==> src/design/pf_pkg.sv <==
// shared widths and divider control types for the prime factorizer
package pf_pkg;

    localparam int unsigned NUM_W  = 32;
    localparam int unsigned EXP_W  = 5;
    localparam int unsigned CAND_W = 17;
    localparam int unsigned SQ_W   = 33;

    localparam logic [CAND_W-1:0] FIRST_CAND = CAND_W'(2);
    localparam logic [SQ_W-1:0]   FIRST_SQ   = SQ_W'(4);

    typedef struct packed {
        logic              start;
        logic [NUM_W-1:0]  dividend;
        logic [CAND_W-1:0] divisor;
    } pf_div_req_t;

    typedef struct packed {
        logic              done;
        logic [NUM_W-1:0]  quotient;
        logic [CAND_W-1:0] rem;
    } pf_div_rsp_t;

endpackage

==> src/design/pf_in_if.sv <==
// input channel carrying the number to factor
interface pf_in_if;
    logic                     valid;
    logic                     ready;
    logic [pf_pkg::NUM_W-1:0] number;

    modport source (output valid, output number, input ready);
    modport sink   (input valid, input number, output ready);
endinterface

==> src/design/pf_out_if.sv <==
// output channel carrying one prime factor result
interface pf_out_if;
    logic                     valid;
    logic                     ready;
    logic [pf_pkg::NUM_W-1:0] prime;
    logic [pf_pkg::EXP_W-1:0] exponent;
    logic                     last;
    logic                     empty_res;

    modport source (output valid, output prime, output exponent, output last,
                    output empty_res, input ready);
    modport sink   (input valid, input prime, input exponent, input last,
                    input empty_res, output ready);
endinterface

==> src/design/prime_factorizer.sv <==
// top level: trial-division prime factorization of a 32-bit number
// a number below 2 gives its single empty result through the emit state and the output register
// otherwise each candidate costs a compare and then a division, repeated while it divides
// worst case (a prime near 2^32) is about 65535 candidates
// the bit-serial divider sets the pace; one number is worked at a time
// rst_n clears the sequencer and the result valid flag asynchronously
module prime_factorizer #(
    parameter int unsigned MAX_PRIMES = 12
) (
    input  logic     clk,
    input  logic     rst_n,
    pf_in_if.sink    operand,
    pf_out_if.source result
);
    import pf_pkg::*;

    localparam int unsigned FOUND_W = $clog2(MAX_PRIMES + 1);

    typedef enum logic [2:0] {
        S_IDLE,
        S_CHECK,
        S_DIV,
        S_EMIT
    } state_t;

    state_t            state_reg;

    // working registers of the trial loop
    logic [NUM_W-1:0]   rem_reg;
    logic [CAND_W-1:0]  cand_reg;
    logic [SQ_W-1:0]    sq_reg;      // cand_reg squared, kept by adding 2c+1
    logic [EXP_W-1:0]   mult_reg;
    logic [FOUND_W-1:0] found_reg;
    logic               start_reg;

    // result waiting to be loaded into the output register
    logic [NUM_W-1:0]   pend_prime_reg;
    logic [EXP_W-1:0]   pend_exp_reg;
    logic               pend_last_reg;
    logic               pend_empty_reg;

    // output register
    logic               out_valid_reg;
    logic [NUM_W-1:0]   out_prime_reg;
    logic [EXP_W-1:0]   out_exp_reg;
    logic               out_last_reg;
    logic               out_empty_reg;

    pf_div_req_t        div_req;
    pf_div_rsp_t        div_rsp;

    logic [SQ_W-1:0]    sq_next;
    logic               limit_hit;

    assign div_req.start    = start_reg;
    assign div_req.dividend = rem_reg;
    assign div_req.divisor  = cand_reg;

    pf_div u_div (
        .clk   (clk),
        .rst_n (rst_n),
        .req   (div_req),
        .rsp   (div_rsp)
    );

    // (c+1)^2 = c^2 + 2c + 1
    assign sq_next   = SQ_W'(sq_reg + {cand_reg, 1'b1});
    // this prime is the last one allowed
    assign limit_hit = (FOUND_W'(found_reg + 1'b1) == FOUND_W'(MAX_PRIMES));

    always_ff @(posedge clk or negedge rst_n)
    begin
        if (!rst_n)
        begin
            state_reg      <= S_IDLE;
            start_reg      <= 1'b0;
            out_valid_reg  <= 1'b0;
            rem_reg        <= '0;
            cand_reg       <= '0;
            sq_reg         <= '0;
            mult_reg       <= '0;
            found_reg      <= '0;
            pend_prime_reg <= '0;
            pend_exp_reg   <= '0;
            pend_last_reg  <= 1'b0;
            pend_empty_reg <= 1'b0;
            out_prime_reg  <= '0;
            out_exp_reg    <= '0;
            out_last_reg   <= 1'b0;
            out_empty_reg  <= 1'b0;
        end
        else
        begin
            // S_EMIT drives the output register itself
            if (result.ready && state_reg != S_EMIT)
            begin
                out_valid_reg <= 1'b0;
            end

            case (state_reg)
                S_IDLE:
                begin
                    if (operand.valid)
                    begin
                        rem_reg   <= operand.number;
                        cand_reg  <= FIRST_CAND;
                        sq_reg    <= FIRST_SQ;
                        mult_reg  <= '0;
                        found_reg <= '0;
                        if (operand.number[NUM_W-1:1] == '0)
                        begin
                            // zero or one: single empty result
                            pend_prime_reg <= '0;
                            pend_exp_reg   <= '0;
                            pend_last_reg  <= 1'b1;
                            pend_empty_reg <= 1'b1;
                            state_reg      <= S_EMIT;
                        end
                        else
                        begin
                            state_reg <= S_CHECK;
                        end
                    end
                end

                S_CHECK:
                begin
                    if (sq_reg > {1'b0, rem_reg})
                    begin
                        // nothing up to the square root divides: remainder is prime
                        pend_prime_reg <= rem_reg;
                        pend_exp_reg   <= EXP_W'(1);
                        pend_last_reg  <= 1'b1;
                        pend_empty_reg <= 1'b0;
                        state_reg      <= S_EMIT;
                    end
                    else
                    begin
                        start_reg <= 1'b1;
                        state_reg <= S_DIV;
                    end
                end

                S_DIV:
                begin
                    // a start pulse lasts one cycle; it repeats while the candidate divides
                    start_reg <= div_rsp.done && (div_rsp.rem == '0);
                    if (div_rsp.done)
                    begin
                        if (div_rsp.rem == '0)
                        begin
                            // divides again: take it out and retry the same candidate
                            rem_reg   <= div_rsp.quotient;
                            mult_reg  <= mult_reg + 1'b1;
                        end
                        else if (mult_reg != '0)
                        begin
                            pend_prime_reg <= NUM_W'(cand_reg);
                            pend_exp_reg   <= mult_reg;
                            pend_last_reg  <= (rem_reg == NUM_W'(1)) || limit_hit;
                            pend_empty_reg <= 1'b0;
                            found_reg      <= FOUND_W'(found_reg + 1'b1);
                            state_reg      <= S_EMIT;
                        end
                        else
                        begin
                            cand_reg  <= cand_reg + 1'b1;
                            sq_reg    <= sq_next;
                            state_reg <= S_CHECK;
                        end
                    end
                end

                S_EMIT:
                begin
                    // wait for the output register to be free
                    if (!out_valid_reg || result.ready)
                    begin
                        out_valid_reg <= 1'b1;
                        out_prime_reg <= pend_prime_reg;
                        out_exp_reg   <= pend_exp_reg;
                        out_last_reg  <= pend_last_reg;
                        out_empty_reg <= pend_empty_reg;
                        if (pend_last_reg)
                        begin
                            state_reg <= S_IDLE;
                        end
                        else
                        begin
                            cand_reg  <= cand_reg + 1'b1;
                            sq_reg    <= sq_next;
                            mult_reg  <= '0;
                            state_reg <= S_CHECK;
                        end
                    end
                end

                default:
                begin
                    start_reg <= 1'b0;
                    state_reg <= S_IDLE;
                end
            endcase
        end
    end

    // a new number is taken only between numbers; a waiting result does not block it
    assign operand.ready    = (state_reg == S_IDLE);

    assign result.valid     = out_valid_reg;
    assign result.prime     = out_prime_reg;
    assign result.exponent  = out_exp_reg;
    assign result.last      = out_last_reg;
    assign result.empty_res = out_empty_reg;

endmodule

==> src/design/pf_div.sv <==
// restoring divider, one quotient bit per cycle
module pf_div (
    input  logic                clk,
    input  logic                rst_n,
    input  pf_pkg::pf_div_req_t req,
    output pf_pkg::pf_div_rsp_t rsp
);
    import pf_pkg::*;

    localparam int unsigned CNT_W = $clog2(NUM_W);

    logic              busy_reg;
    logic              done_reg;
    logic [CNT_W-1:0]  cnt_reg;
    logic [NUM_W-1:0]  quo_reg;
    logic [CAND_W-1:0] part_reg;
    logic [CAND_W-1:0] dvs_reg;

    logic [CAND_W:0]   trial;
    logic              fits;
    logic [CAND_W-1:0] part_next;
    logic [NUM_W-1:0]  quo_next;

    always_comb
    begin
        trial     = {part_reg, quo_reg[NUM_W-1]};
        fits      = (trial >= {1'b0, dvs_reg});
        part_next = fits ? CAND_W'(trial - {1'b0, dvs_reg}) : trial[CAND_W-1:0];
        quo_next  = {quo_reg[NUM_W-2:0], fits};
    end

    always_ff @(posedge clk or negedge rst_n)
    begin
        if (!rst_n)
        begin
            busy_reg <= 1'b0;
            done_reg <= 1'b0;
            cnt_reg  <= '0;
        end
        else
        begin
            done_reg <= 1'b0;
            if (!busy_reg)
            begin
                if (req.start)
                begin
                    busy_reg <= 1'b1;
                    cnt_reg  <= '0;
                end
            end
            else
            begin
                cnt_reg <= cnt_reg + 1'b1;
                if (cnt_reg == CNT_W'(NUM_W - 1))
                begin
                    busy_reg <= 1'b0;
                    done_reg <= 1'b1;
                end
            end
        end
    end

    always_ff @(posedge clk)
    begin
        if (!busy_reg && req.start)
        begin
            quo_reg  <= req.dividend;
            dvs_reg  <= req.divisor;
            part_reg <= '0;
        end
        else if (busy_reg)
        begin
            quo_reg  <= quo_next;
            part_reg <= part_next;
        end
    end

    assign rsp.done     = done_reg;
    assign rsp.quotient = quo_reg;
    assign rsp.rem      = part_reg;

endmodule

==> src/flat_wrapper.sv <==
// flat-port wrapper written by rule: the top's interface ports become plain ports
module prime_factorizer_flat import pf_pkg::*;
#(
    parameter int unsigned MAX_PRIMES = 12
)
  (clk, rst_n, operand_valid, operand_number, operand_ready, result_valid, result_prime, result_exponent, result_last, result_empty_res, result_ready);
  pf_in_if operand_i ();
  pf_out_if result_i ();
  input  logic clk;
  input  logic rst_n;
  input wire logic [$bits(operand_i.valid)-1:0] operand_valid;
  input wire logic [$bits(operand_i.number)-1:0] operand_number;
  output wire logic [$bits(operand_i.ready)-1:0] operand_ready;
  output wire logic [$bits(result_i.valid)-1:0] result_valid;
  output wire logic [$bits(result_i.prime)-1:0] result_prime;
  output wire logic [$bits(result_i.exponent)-1:0] result_exponent;
  output wire logic [$bits(result_i.last)-1:0] result_last;
  output wire logic [$bits(result_i.empty_res)-1:0] result_empty_res;
  input wire logic [$bits(result_i.ready)-1:0] result_ready;
  assign operand_i.valid = operand_valid;
  assign operand_i.number = operand_number;
  assign operand_ready = operand_i.ready;
  assign result_valid = result_i.valid;
  assign result_prime = result_i.prime;
  assign result_exponent = result_i.exponent;
  assign result_last = result_i.last;
  assign result_empty_res = result_i.empty_res;
  assign result_i.ready = result_ready;
  prime_factorizer #(.MAX_PRIMES(MAX_PRIMES)) u_core (.clk(clk), .rst_n(rst_n), .operand(operand_i), .result(result_i));
endmodule
==> config.mk <==
export PLATFORM = sky130hd
export DESIGN_NAME = prime_factorizer_flat
export DESIGN_NICKNAME = d
export VERILOG_FILES = /design/src/design/pf_pkg.sv /design/src/design/pf_in_if.sv /design/src/design/pf_out_if.sv /design/src/design/prime_factorizer.sv /design/src/design/pf_div.sv /design/src/flat_wrapper.sv
export SDC_FILE = /design/constraint.sdc
export NUM_CORES = 1
export LEC_CHECK = 0
export ABC_AREA = 1
export BUFFER_PORTS_ARGS = -buffer_cell sky130_fd_sc_hd__buf_2
export CAP_MARGIN = 20
export CORE_ASPECT_RATIO = 1.25
export CORE_UTILIZATION = 55
export CTS_CLUSTER_SIZE = 24
export DETAILED_ROUTE_END_ITERATION = 10
export GPL_ROUTABILITY_DRIVEN = 0
export GPL_TIMING_DRIVEN = 0
export MAX_ROUTING_LAYER = met4
export PLACE_DENSITY = 0.74
export SLEW_MARGIN = 5
export SYNTH_ARGS = -nofsm -noshare
export SYNTH_HDL_FRONTEND = slang
export SYNTH_SLANG_ARGS = --single-unit
==> constraint.sdc <==
create_clock -name clk -period 2.8 [get_ports clk]
set_input_delay 0.28 -clock clk [delete_from_list [all_inputs] [get_ports clk]]
set_output_delay 0.28 -clock clk [all_outputs]
set_load 0.02 [all_outputs]
# Word-level counts from Yosys, hierarchy flattened
# Cells that the tools add are included.
[classes]
addsub = 6
n_lt_le_gt_ge = 2
n_eq_ne = 18
mux = 79
bitwise_logic = 1
n_reduce_logical = 25
[op_table]
columns = ["operator", "n"]
rows = [
  ["$mux 32", 11],
  ["$mux 33", 6],
  ["$mux 17", 7],
  ["$pmux 33 s3", 1],
  ["$pmux 32 s3", 1],
  ["$mux 5", 13],
  ["$pmux 32 s2", 1],
  ["$pmux 17 s3", 1],
  ["$add 33x18->33", 1],
  ["$gt 33x32->1", 1],
  ["$eq 32x1->1 const B", 1],
  ["$logic_not 31->1", 1],
  ["$pmux 5 s3", 2],
  ["$mux 1", 21],
  ["$ge 18x17->1", 1],
  ["$add 17x1->17 const B", 1],
  ["$logic_not 17->1", 1],
  ["$sub 17x17->17", 1],
  ["$mux 4", 4],
  ["$reduce_and 7->1", 2],
  ["$mux 3", 4],
  ["$ne 2x2->1 const B", 6],
  ["$pmux 3 s4", 1],
  ["$add 5x1->5 const B", 2],
  ["23 further kinds", 40],
]
[word_totals]
register_bits = 247
wordCells = 153

# Depth between registers and ports, before layout
# Gate-level depths: netlist of the first run.
[logic_depth]
depth_word = 7
depth_mapped = 19
depth_no_buf = 17

# Hierarchy
# Synthesis of the first run repeated with hierarchy kept, for this count alone.
[unflattened]
cells_unflattened = 1870
area_unflattened_um2 = 14671.6
[by_module_without_submodules]
columns = ["mod", "n_inst", "cells_per_inst", "area_per_inst_um2", "seq_area_each_um2"]
rows = [
  ["prime_factorizer", 1, 1332, 10437.5, 4329.2],
  ["pf_div", 1, 538, 4234.1, 1986.9],
]

# Worst setup path before layout of the first run
# No wires, ideal clock.
[synth_timing]
path_type = "reg-to-reg"
from = "reg u_core.u_div.busy_reg"
to = "reg u_core.u_div.quo_reg[10], data pin"
t_arrival_ps = 1997
required_ps = 2536
slack_ps = 539
stages_incl_launch_ff = 8
period_less_slack_ps = 2261
path_cell_list = "dfrtp_1 -> clkbuf_1 -> nor2_1 -> inv_1 -> clkbuf_1 -> clkbuf_1 -> nand2_1 -> o21ai_0"
[synth_between]
elab_chain_cells = 3
[synth_rtl]
columns = ["item", "line_no", "text"]
rows = [
  ["start, declared", "pf_div.sv:12", "logic busy_reg;"],
  ["start signal, assigned", "pf_div.sv:36", "busy_reg <= 1'b0;"],
  ["start signal, assigned", "pf_div.sv:47", "busy_reg <= 1'b1;"],
  ["start signal, assigned", "pf_div.sv:56", "busy_reg <= 1'b0;"],
  ["$logic_not 1->1", "pf_div.sv:65", "if (!busy_reg && req.start)"],
  ["$logic_and 1x1->1", "pf_div.sv:65", ""],
  ["$mux 32", "pf_div.sv:65", ""],
  ["end signal, assigned", "pf_div.sv:67", "quo_reg <= req.dividend;"],
  ["end signal, assigned", "pf_div.sv:73", "quo_reg <= quo_next;"],
  ["end, declared", "pf_div.sv:15", "logic [NUM_W-1:0] quo_reg;"],
]
# Every way passes these cells.
# A chain may end at the register's enable or synchronous reset.

# Worst setup path after layout of the first run
[layout_timing]
from = "reg u_core.rem_reg[31]"
to = "reg u_core.pend_exp_reg[2]"
[layout_between]
elab_chain_cells = 3
[layout_rtl]
columns = ["item", "line_no", "text"]
rows = [
  ["start, declared", "prime_factorizer.sv:29", "logic [NUM_W-1:0] rem_reg;"],
  ["start signal, assigned", "prime_factorizer.sv:105", "rem_reg <= operand.number;"],
  ["start signal, assigned", "prime_factorizer.sv:153", "rem_reg <= div_rsp.quotient;"],
  ["$gt 33x32->1", "prime_factorizer.sv:128", "if (sq_reg > {1'b0, rem_reg})"],
  ["$ne 2x1->1 (no source line)", "-", ""],
  ["$reduce_and 7->1 (no source line)", "-", ""],
  ["end signal, assigned", "prime_factorizer.sv:159", "pend_exp_reg <= mult_reg;"],
  ["end, declared", "prime_factorizer.sv:38", "logic [EXP_W-1:0] pend_exp_reg;"],
]
# Every way passes these cells.

==> results.md, run 1 <==
* Outcome: finished, final reports clean
* Starting Density at between 50% and 60%
* Commonest non-fill, non-tap cells in the layout: nand2_1 (510), inv_1 (232), dfrtp_1 (180)
* DR pass1 iterations at 6
* Num rows at 66
* Drt drc at 0
* Total Nets Final at a little over 2000
* Worst vdd ir at 484 uV
* Initial DRC Count at around 840
* Mapped Nets at 1932
* First-pass GRT wire length at roughly 64 mm
* Bufs on Longest Clock Path at 3
* Hold endpoint: u_core.rem_reg[0]
* Crit-path most repeated cell: nand2_1
* CP max-delay cell: dfrtp_1
* Syn Area/Cell at between 7 and 8 um^2
* Standby leakage power at approximately 8.4 nW
* Final setup violation count at 0
* Fin crit share at 90.0%
* Vias after detailed routing at ~13000
* Layout fillers at 2243
* Endpoints failing hold at 0
* Crit path buf inv count at 4
* Max FFs per register at 33
* Area delta synth->final at 13.0%
* Max incr delay on CP at 0.44 ns
* Unrepaired setup endpoints after global routing: false
* Sum Neg Setup Slack at 0 ns
* HP Start: operand_number[0]
* PortBufs at 76
* Area of the core at roughly 26000 um^2
* Maximum clock rate at 397 MHz
* Commonest non-fill, non-tap cell in the layout: nand2_1
* Clock Latency Late Sink at between 0.5 and 0.6 ns
* Hold Crit Class: input pin to register
* Antenna Nets Post-Route at 0
* Die Ht at 183 um
* Worst r2r path cells at 17
* Yosys cell types at 50
* Initial antenna violation count at 0
* Fraction of registers with async set/reset at 73.2%
* CP Cell Sequence: inv_1 -> ha_1 -> inv_1 -> nor2_1 -> nand3_1 -> nor2_1 -> nand2_1 -> nand2_1 -> nor2_1 -> nand2_1 -> nand2_1 -> nand2_2 -> nand2_4 -> buf_6 -> buf_6 -> nand2_1 -> nand2_1
* FF+latch count, synth at 246
* Total grt overflow at 0
* Critical path arrival at just under 3 ns
* Syn Inst Count at 1817
* Vias in the first global route at 12500
* Synth warn at 0
* Worst hold stages at 3
* Worst setup path class: register to register
* WP depth at 17
* Layout cells sized above 1 at 11.8%
* N_diodes at 0
* Critical Path RT at 3.24 ns
* FF-to-FF End: u_core.pend_exp_reg[2]
* Worst path top cell family by delay: simple AND/OR/NAND/NOR gates
* Ys flop type: dfrtp_1
* Clock Sink Count at ~250
* Clock Skew at around 0.011 ns
* Reg2reg start: u_core.rem_reg[31]
* Slew Limit Fails at 0
* I/O pin count at 77
* GRT Total Usage at 30.9%
* EDFF count, synth at 49
* CTS clk-pin slew, worst paths at approximately 0.06 ns
* Max FO, Critical Path at 10
* Flop2flop setup slack at 0.28 ns
* Sequential-to-total area share from yosys stat at 43.7%
* Pwr dens at approximately 470 nW/um^2
* Max Cap Viol at 0
* Chip width at about 150 um
* Wire length per cell at 17.3 um
* CP endpoint kind: register
* Final min period at 2.52 ns
* Die area at 26900 um^2
* Slew @ Worst Pin at 0.676 ns
* GRT busiest layer: met2
* Via density at 5.67
* Hold_ws at 0.0131 ns
* Final WL at 39.7 mm
* Clk root buf: clkbuf_16
* M2 GR Usage at roughly 52%
* Post-DP HPWL at 29.8 mm
* Slew margin rel. at 54.5%
* GR Layer Usage met3 at around 3.6%
* Met1 usage at 37.7%
* # H-tree levels at 1
* Crit start category: register
* CTS buffer count at 27
* CTS tree: built
* Largest net degree at the start of global routing at 93
* Post-CTS setup buffers at 0
* Area of the mapped netlist at between 10000 and 15000 um^2
==> cell families (layout without fill, tap and decap cells) <==
logic type / after synthesis / in the layout / synth area share (%)
xor gates and xnor gates: 30 / 30 / 1.82
buffers and inverters: 297 / 426 / 8.36
AOI/OAI and AO/OA: 266 / 266 / 10.2
and+or+nand+nor: 860 / 860 / 25.9
muxes: 39 / 39 / 3.04
adders and majority gates: 79 / 79 / 6.94
DFF: 246 / 246 / 43.7
==> worst min-delay path, cell delays in order <==
cell and delay (ns):
buf_2 0.09, o211ai_1 0.08, o21ai_0 0.07
==> metal layers <==
layer  vias up  part of all wire [%]
met3       106                   7.0
met4         0                   4.1
met1      6092                    40
met2       554                    49
li1       6208                     -
met5         -                     0
==> worst max path at each step <==
| stage | start | endpoint | slack, ns |
|---|---|---|---|
| floorplan | u_core.u_div.busy_reg | u_core.u_div.quo_reg[10] | 0.54 |
| global placement | rst_n | u_core.sq_reg[26] | -1.46 |
| detailed placement | u_core.u_div.busy_reg | u_core.u_div.quo_reg[31] | 0.20 |
| CTS | u_core.u_div.busy_reg | u_core.u_div.quo_reg[31] | 0.18 |
| global route | u_core.u_div.quo_reg[31] | u_core.u_div.part_reg[14] | 0.09 |
| finish | u_core.rem_reg[31] | u_core.pend_exp_reg[2] | 0.28 |
==> cell type report <==
type,instances,area (um^2),share of cell area (%)
multi-input cells,1274,6940,42.5
flip-flops and latches,246,6320,38.6
clock buffers,31,753,4.61
repair buffers,79,455,2.79
plain buffers,60,317,1.94
clock inverters,19,245,1.50
well taps,340,425,2.60
inverters,237,892,5.46
==> repair_timing <==
action,CTS,global route
setup endpoints to repair,0,6
gates resized for setup,0,1
hold buffers,1,0
hold endpoints to repair,91,0
==> cells in the mapped netlist (3+ instances only) <==
library cell | instances | area (um^2)
nand2_4 | 3 | 33.8
a21o_1 | 3 | 22.5
o211ai_1 | 32 | 240
dfrtp_1 | 180 | 4500
o21ai_0 | 130 | 651
o21ai_1 | 15 | 75.1
inv_1 | 232 | 871
nand3b_1 | 7 | 52.6
edfxtp_1 | 49 | 1470
mux2_2 | 39 | 439
a21oi_1 | 57 | 285
nand4_1 | 46 | 288
nand2_1 | 510 | 1910
nor3_2 | 3 | 30.0
inv_2 | 4 | 15.0
nor2_1 | 124 | 465
ha_1 | 77 | 963
o22ai_1 | 16 | 100
nand2_2 | 3 | 18.8
nor3_1 | 20 | 100
nor4_1 | 10 | 62.6
nor2_4 | 6 | 67.6
clkbuf_1 | 26 | 97.6
xor2_1 | 14 | 123
dfxtp_1 | 17 | 340
o31ai_1 | 6 | 45.0
xnor2_1 | 16 | 140
nand3_1 | 115 | 576
buf_6 | 7 | 78.8
buf_2 | 22 | 110
==> metrics by stage <==
step / power, W / cell area, um^2 / instances / utilization [%] / setup WS [ns]
6_report: 0.00769 / 16300 / 2286 / 63.0 / 0.280
5_1_grt: 0.00788 / 16300 / 2286 / 63.0 / 0.0859
4_1_cts: 0.00774 / 16300 / 2286 / 63.0 / 0.181
3_5_place_dp: 0.00381 / 15300 / 2235 / 59.1 / 0.204
3_3_place_gp: 0.00380 / 15300 / 2233 / 58.9 / -1.46
2_1_floorplan: 0.00372 / 14500 / 1817 / - / 0.539
==> power breakdown <==
part | leakage, nW | total (W) | internal, W | switching (W)
clock network | 0.477 | 0.00395 | 0.00234 | 0.00161
registers | 2.73 | 0.00364 | 0.00364 | 0.0000000000000000000349
logic | 5.20 | 0.000102 | 0.0000279 | 0.0000746
total | 8.40 | 0.00769 | 0.00600 | 0.00169
No activity file was read; power rests on OpenSTA's default activity.
==> run 2, diff against run 1 <==
--- a/config.mk
+++ b/config.mk
@@ -9,13 +9,13 @@
 export BUFFER_PORTS_ARGS = -buffer_cell sky130_fd_sc_hd__buf_2
 export CAP_MARGIN = 20
 export CORE_ASPECT_RATIO = 1.25
-export CORE_UTILIZATION = 55
+export CORE_UTILIZATION = 50
 export CTS_CLUSTER_SIZE = 24
 export DETAILED_ROUTE_END_ITERATION = 10
 export GPL_ROUTABILITY_DRIVEN = 0
 export GPL_TIMING_DRIVEN = 0
 export MAX_ROUTING_LAYER = met4
-export PLACE_DENSITY = 0.74
+export PLACE_DENSITY = 0.68
 export SLEW_MARGIN = 5
 export SYNTH_ARGS = -nofsm -noshare
 export SYNTH_HDL_FRONTEND = slang
==> run 2 against run 1 <==
Against the previous run: global-route usage decreased by 2.6 points; via count shrank 1.7%; clock-buffer cell count stayed put; combinational power is essentially flat; largest power group unchanged; non-clock buffer count grew 2; flip-flop and latch count unchanged.
==> results.md, run 2 (synthesized netlist as in run 1, its figures left out) <==
* Standby leakage power at 8.38 nW
* Maximum clock rate at 392 MHz
* Bufs on Longest Clock Path at 3
* Max FFs per register at 33
* Total grt overflow at 0
* Pint at ~0.0058 W
* CP endpoint kind: register
* Critical path arrival at roughly 3.0 ns
* Final WL at 39.9 mm
* Clock Sink Count at 246
* Initial antenna violation count at 0
* Layout cells sized above 1 at 11.4%
* Post-CTS setup buffers at 0
* Max FO, Critical Path at 10
* Clk root buf: clkbuf_16
* Chip width at between 150 and 200 um
* Clock Latency Late Sink at around 0.56 ns
* Commonest non-fill, non-tap cell in the layout: nand2_1
* Hold_ws at about 0.033 ns
* Dpl ws at 0.173 ns
* Area delta synth->final at 12.7%
* Drt drc at 0
* Slew Limit Fails at 0
* Final setup violation count at 0
* Final min period at 2.55 ns
* Worst setup path class: register to register
* Commonest non-fill, non-tap cells in the layout: nand2_1 (510), inv_1 (232), dfrtp_1 (180)
* Sum Neg Setup Slack at 0 ns
* Fin area at 16300 um^2
* Post-DP HPWL at 30.6 mm
* Worst setup margin at between 0.2 and 0.25 ns
* Num rows at slightly below 70
* Flop pwr share at 48.8%
* Crit start category: register
* Area of the core at 28400 um^2
* Largest net degree at the start of global routing at 105
* Endpoints failing hold at 0
* Clock Skew at approximately 0.011 ns
* Unrepaired setup endpoints after global routing: false
* Worst vdd ir at 447 uV
* Initial DRC Count at ~1100
* NetSw at 0.00161 W
* Pwr Total at around 0.0074 W
* Outcome: finished, final reports clean
* Via density at 5.53
* Pwr dens at 457 nW/um^2
* Slew margin rel. at 53.6%
* Fin crit share at 91.1%
* Vias after detailed routing at 12700
* CTS clk-pin slew, worst paths at approximately 0.07 ns
* Die area at 29600 um^2
* N_diodes at 0
* First-pass GRT wire length at 63.6 mm
* Combinational share of power at 1.4%
* PortBufs at 76
* Die Ht at approximately 190 um
* CTS tree: built
* Starting Density at 50.9%
* CTS buffer count at 27
* Slew @ Worst Pin at 0.696 ns
* # H-tree levels at 1
* I/O pin count at 77
* Max Cap Viol at 0
* DR pass1 iterations at 7
* Hold Crit Class: input pin to register
* Sw Share at 21.6%
* Critical Path RT at about 3.2 ns
* Wire length per cell at 17.3 um
* Dpl cell area at 15400 um^2
* Antenna Nets Post-Route at 0
* Total Nets Final at 2042
* GRT Total Usage at 28.2%
* Clock power frac at 49.8%
* Vias in the first global route at 12300
run 2: cell types whose count changed in the layout (fill, tap and decap cells not counted), sizes merged:
cell         previous run  this run
clkinv                  5        12
inv                   242       238
clkinvlp                5         2
dlygate4sd3             1         3
run 2: metrics by stage:
stage          utilization (%)  std cells
2_1_floorplan                -       1817
3_3_place_gp              53.8       2248
3_5_place_dp              54.1       2250
4_1_cts                   57.4       2303
5_1_grt                   57.4       2303
6_report                  57.4       2303
run 2: per-layer routing:
metal	GRT usage [%]	up-vias	share of wire, %
met5	-	-	0
met4	13.7	0	5.1
met3	3.50	122	5.7
met2	47.0	424	48
met1	34.2	5991	41
li1	-	6209	-
run 2: worst max-delay path, cell delays in order (launching register included):
cell     delay [ns]
dfrtp_1        0.42
inv_1          0.15
ha_1           0.34
inv_1          0.06
nor2_1         0.09
nand3_1        0.19
nor2_1         0.15
nand2_1        0.07
nand2_1        0.06
nor2_1         0.04
nand2_1        0.09
nand2_1        0.07
nand2_2        0.19
nand2_4        0.11
buf_6          0.16
buf_6          0.14
nand2_1        0.06
nand2_1        0.05
run 2: worst paths after layout:
kind	from	end	slack, ns	cells after the start
worst max-delay path	u_core.rem_reg[31]	u_core.pend_prime_reg[30]	0.25	17
worst min-delay path	result_ready	u_core.result.valid	0.03	4
worst max register to register	u_core.rem_reg[31]	u_core.pend_prime_reg[30]	0.25	17
worst min register to register	u_core.pend_prime_reg[9]	u_core.pend_prime_reg[9]	0.46	2
max in group asynchronous	rst_n	u_core.result.prime[16]	1.60	3
min in group asynchronous	rst_n	u_core.pend_prime_reg[4]	0.28	2
run 2: final cells by class:
cell class              count  area [um^2]
fillers                  2634        12100
multi-input cells        1274         6940
flip-flops and latches    246         6320
inverters                 237          892
clock buffers              31          701
repair buffers             81          475
well taps                 355          444
plain buffers              60          317
clock inverters            19          214
run 2: power by group through the flow:
stage / combinational [W] / clock [W] / sequential (W)
after global routing: 0.000122 / 0.00389 / 0.00363
after detailed placement: 0.000104 / 0 / 0.00371
final: 0.000104 / 0.00371 / 0.00364
after global placement: 0.0000967 / 0 / 0.00371
after floorplan: 0.0000141 / 0 / 0.00371
after CTS: 0.000108 / 0.00376 / 0.00364
run 2: timing repair:
item | CTS | global route
endpoints found under the hold margin | 78 | 0
hold buffers | 3 | 0
endpoints found under the setup margin | 0 | 1
resized for setup | 0 | 1
==> run 3, diff against run 2 <==
--- a/config.mk
+++ b/config.mk
@@ -8,15 +8,18 @@
 export ABC_AREA = 1
 export BUFFER_PORTS_ARGS = -buffer_cell sky130_fd_sc_hd__buf_2
 export CAP_MARGIN = 20
+export CELL_PAD_IN_SITES_DETAIL_PLACEMENT = 1
+export CELL_PAD_IN_SITES_GLOBAL_PLACEMENT = 1
 export CORE_ASPECT_RATIO = 1.25
-export CORE_UTILIZATION = 50
+export CORE_UTILIZATION = 47
 export CTS_CLUSTER_SIZE = 24
 export DETAILED_ROUTE_END_ITERATION = 10
 export GPL_ROUTABILITY_DRIVEN = 0
 export GPL_TIMING_DRIVEN = 0
 export MAX_ROUTING_LAYER = met4
-export PLACE_DENSITY = 0.68
+export PLACE_DENSITY = 0.82
 export SLEW_MARGIN = 5
 export SYNTH_ARGS = -nofsm -noshare
 export SYNTH_HDL_FRONTEND = slang
+export SYNTH_HIERARCHICAL = 1
 export SYNTH_SLANG_ARGS = --single-unit
==> run 3 against run 2 <==
Against the previous run: sequential share of layout area decreased by 0.35 points; clock power down 8.1%; flip-flop and latch count stayed put; largest cell class unchanged.
==> results.md, run 3 <==
* Mapped Nets at 1985
* Slew margin rel. at 36.1%
* Via density at 5.62
* HP Start: operand_number[27]
* Sum Neg Setup Slack at 0 ns
* Clk root buf: clkbuf_16
* Slew @ Worst Pin at 0.958 ns
* I/O pin count at 77
* Crit start category: register
* Sequential-to-total area share from yosys stat at 43.0%
* First-pass GRT wire length at between 70 and 80 mm
* Unrepaired setup endpoints after global routing: false
* Sequential cell area at ~6300 um^2
* Critical Path RT at 3.30 ns
* Slew Limit Fails at 0
* Commonest non-fill, non-tap cell in the layout: nand2_1
* Clock Sink Count at 246
* GRT Total Usage at 31.1%
* Drt drc at 0
* Layout cells sized above 1 at 12.2%
* Maximum clock rate at 382 MHz
* Max Cap Viol at 0
* Bufs on Longest Clock Path at 3
* Sw Share at 22.0%
* CTS tree: built
* Worst r2r path cells at 8
* Worst setup path class: register to register
* FF+latch count, synth at 246
* Outcome: finished, final reports clean
* N_diodes at 0
* Area delta synth->final at 12.1%
* Area of the core at 30400 um^2
* Area of the mapped netlist at roughly 15000 um^2
* DR pass1 iterations at 5
* Initial antenna violation count at 0
* Pwr dens at roughly 440 nW/um^2
* Final WL at approximately 47 mm
* Area fraction of the dominant cell type after synthesis at slightly above 30%
* Vias in the first global route at 14200
* Total grt overflow at 0
* Starting Density at 48.3%
* Standby leakage power at ~8.5 nW
* CTS buffer count at 27
* # H-tree levels at 1
* Flop2flop setup slack at ~0.18 ns
* Combinational share of power at under 10%
* Chip width at 160 um
* Fin crit share at between 90 and 100%
* EDFF count, synth at between 40 and 50
* Commonest non-fill, non-tap cells in the layout: nand2_1 (571), inv_1 (217), dfrtp_1 (179)
* Hold_ws at between 0.015 and 0.02 ns
* Clock Skew at 0.0145 ns
* Clock power frac at about 48%
* Pwr Total at 0.00716 W
* Post-CTS setup buffers at 0
* Top cells by area, synth: dfrtp_1 (31%), nand2_1 (15%), edfxtp_1 (10%)
* PortBufs at 76
* Ys flop type: dfrtp_1
* CTS clk-pin slew, worst paths at about 0.060 ns
* Critical path arrival at just over 3 ns
* Worst hold stages at 3
* Syn Area/Cell at 7.85 um^2
* Dpl cell area at ~16000 um^2
* Synth warn at 6
* Pint at ~0.0056 W
* Yosys cell types at 52
* Largest net degree at the start of global routing at 99
* Endpoints failing hold at 0
* Die area at 31900 um^2
* Num rows at 71
* Layout fillers at around 3900
* Antenna Nets Post-Route at 0
* Vias after detailed routing at 13500
* Flop pwr share at between 50 and 60%
* NetSw at 0.00158 W
* Setup crit start: u_core/state_reg[0]
* Fraction of registers with async set/reset at between 70% and 80%
* Die Ht at between 150 and 200 um
* Hold Crit Class: input pin to register
* Multi-input logic area at 7120 um^2
* Syn Inst Count at 1870
* Post-DP HPWL at 36.8 mm
* Clock Latency Late Sink at 0.56 ns
* FF-to-FF End: u_core/pend_prime_reg[8]
* Top-count cell post-synth: nand2_1
* Area leader, netlist: dfrtp_1
* Reg2reg start: u_core/state_reg[0]
* Max FFs per register at 33
* Synth cell count leaders: nand2_1 (571), inv_1 (218), dfrtp_1 (180)
* Worst vdd ir at 435 uV
* Final min period at 2.62 ns
* Wire length per cell at 19.8 um
* Fin area at 16500 um^2
* Total Nets Final at between 2000 and 2500
* CP endpoint kind: register
* Max FO, Critical Path at 10
* Initial DRC Count at 833
* Final setup violation count at 0
* Hold endpoint: u_core/rem_reg[27]
==> run 3: changes by cell type in the layout (fill, tap and decap cells not counted), sizes merged, moves of 5 or more <==
cell	before	now
inv	238	230
nor2	133	149
nor4	10	15
nand3	116	151
a31oi	0	7
nand4	48	27
nand2	517	584
clkbuf	58	64
nor3	23	17
o21ai	145	92
a21oi	57	63
==> run 3: critical path, stage by stage (launching register included) <==
cell	delay, ns
dfrtp_1	0.40
inv_1	0.09
ha_1	0.28
clkbuf_1	0.44
nand2_1	0.32
clkbuf_1	0.37
o22ai_1	0.37
nand3_1	0.17
nand2_1	0.11
==> run 3: cells by family after synthesis <==
kind of cell / count (synthesis) / synth area share, %
AND/OR/NAND/NOR: 961 / 28.3
AO/OA/AOI/OAI: 224 / 8.84
flip-flops: 246 / 43.0
XOR/XNOR: 28 / 1.67
adder cells (fa/ha/maj): 79 / 6.84
multiplexers: 38 / 2.92
buffers and inverters: 294 / 8.39
==> run 3: area by class of cell <==
cell class                      instances  area share (%)
Clock buffer                           40            4.46
Buffer                                 62            2.18
Tap cell                              401            3.05
Timing Repair Buffer                   80            2.72
Clock inverter                         10           0.578
Sequential cell                       246            38.4
Multi-Input combinational cell       1330            43.3
Inverter                              232            5.31
==> run 3: per-layer routing <==
metal / GRT usage (%) / vias to the layer above / share of wire, %
li1: - / 6311 / -
met1: 35.0 / 6706 / 40
met2: 56.1 / 335 / 52
met3: 2.43 / 142 / 3.4
met4: 15.2 / 0 / 5.1
met5: - / - / 0
==> run 3: power by group through the flow <==
stage | combinational, W | clock (W) | sequential [W]
floorplan | 0.0000144 | 0 | 0.00371
global placement | 0.000104 | 0 | 0.00371
detailed placement | 0.000112 | 0 | 0.00371
CTS | 0.000116 | 0.00348 | 0.00364
global route | 0.000127 | 0.00359 | 0.00364
finish | 0.000112 | 0.00341 | 0.00364
==> run 3: stage by stage <==
stage	setup WS, ns	util [%]	cells
2_1_floorplan	0.792	-	1870
3_3_place_gp	-1.63	51.2	2347
3_5_place_dp	0.144	51.3	2348
4_1_cts	0.116	54.2	2401
5_1_grt	0.0520	54.2	2401
6_report	0.184	54.2	2401
==> run 3: worst max path at each step <==
stage | end | depth (start not counted)
4_1_cts | u_core/sq_reg[32] | 13
6_report | u_core/pend_prime_reg[8] | 8
3_3_place_gp | u_core/pend_exp_reg[2] | 1
5_1_grt | u_core/sq_reg[32] | 13
2_1_floorplan | u_core/sq_reg[26] | 14
3_5_place_dp | u_core/sq_reg[32] | 13
==> run 3: repair_timing <==
action / 4_1_cts / 5_1_grt
hold buffers: 3 / 0
endpoints found under the hold margin: 99 / 0
endpoints found under the setup margin: 0 / 4
resized for setup: 0 / 1
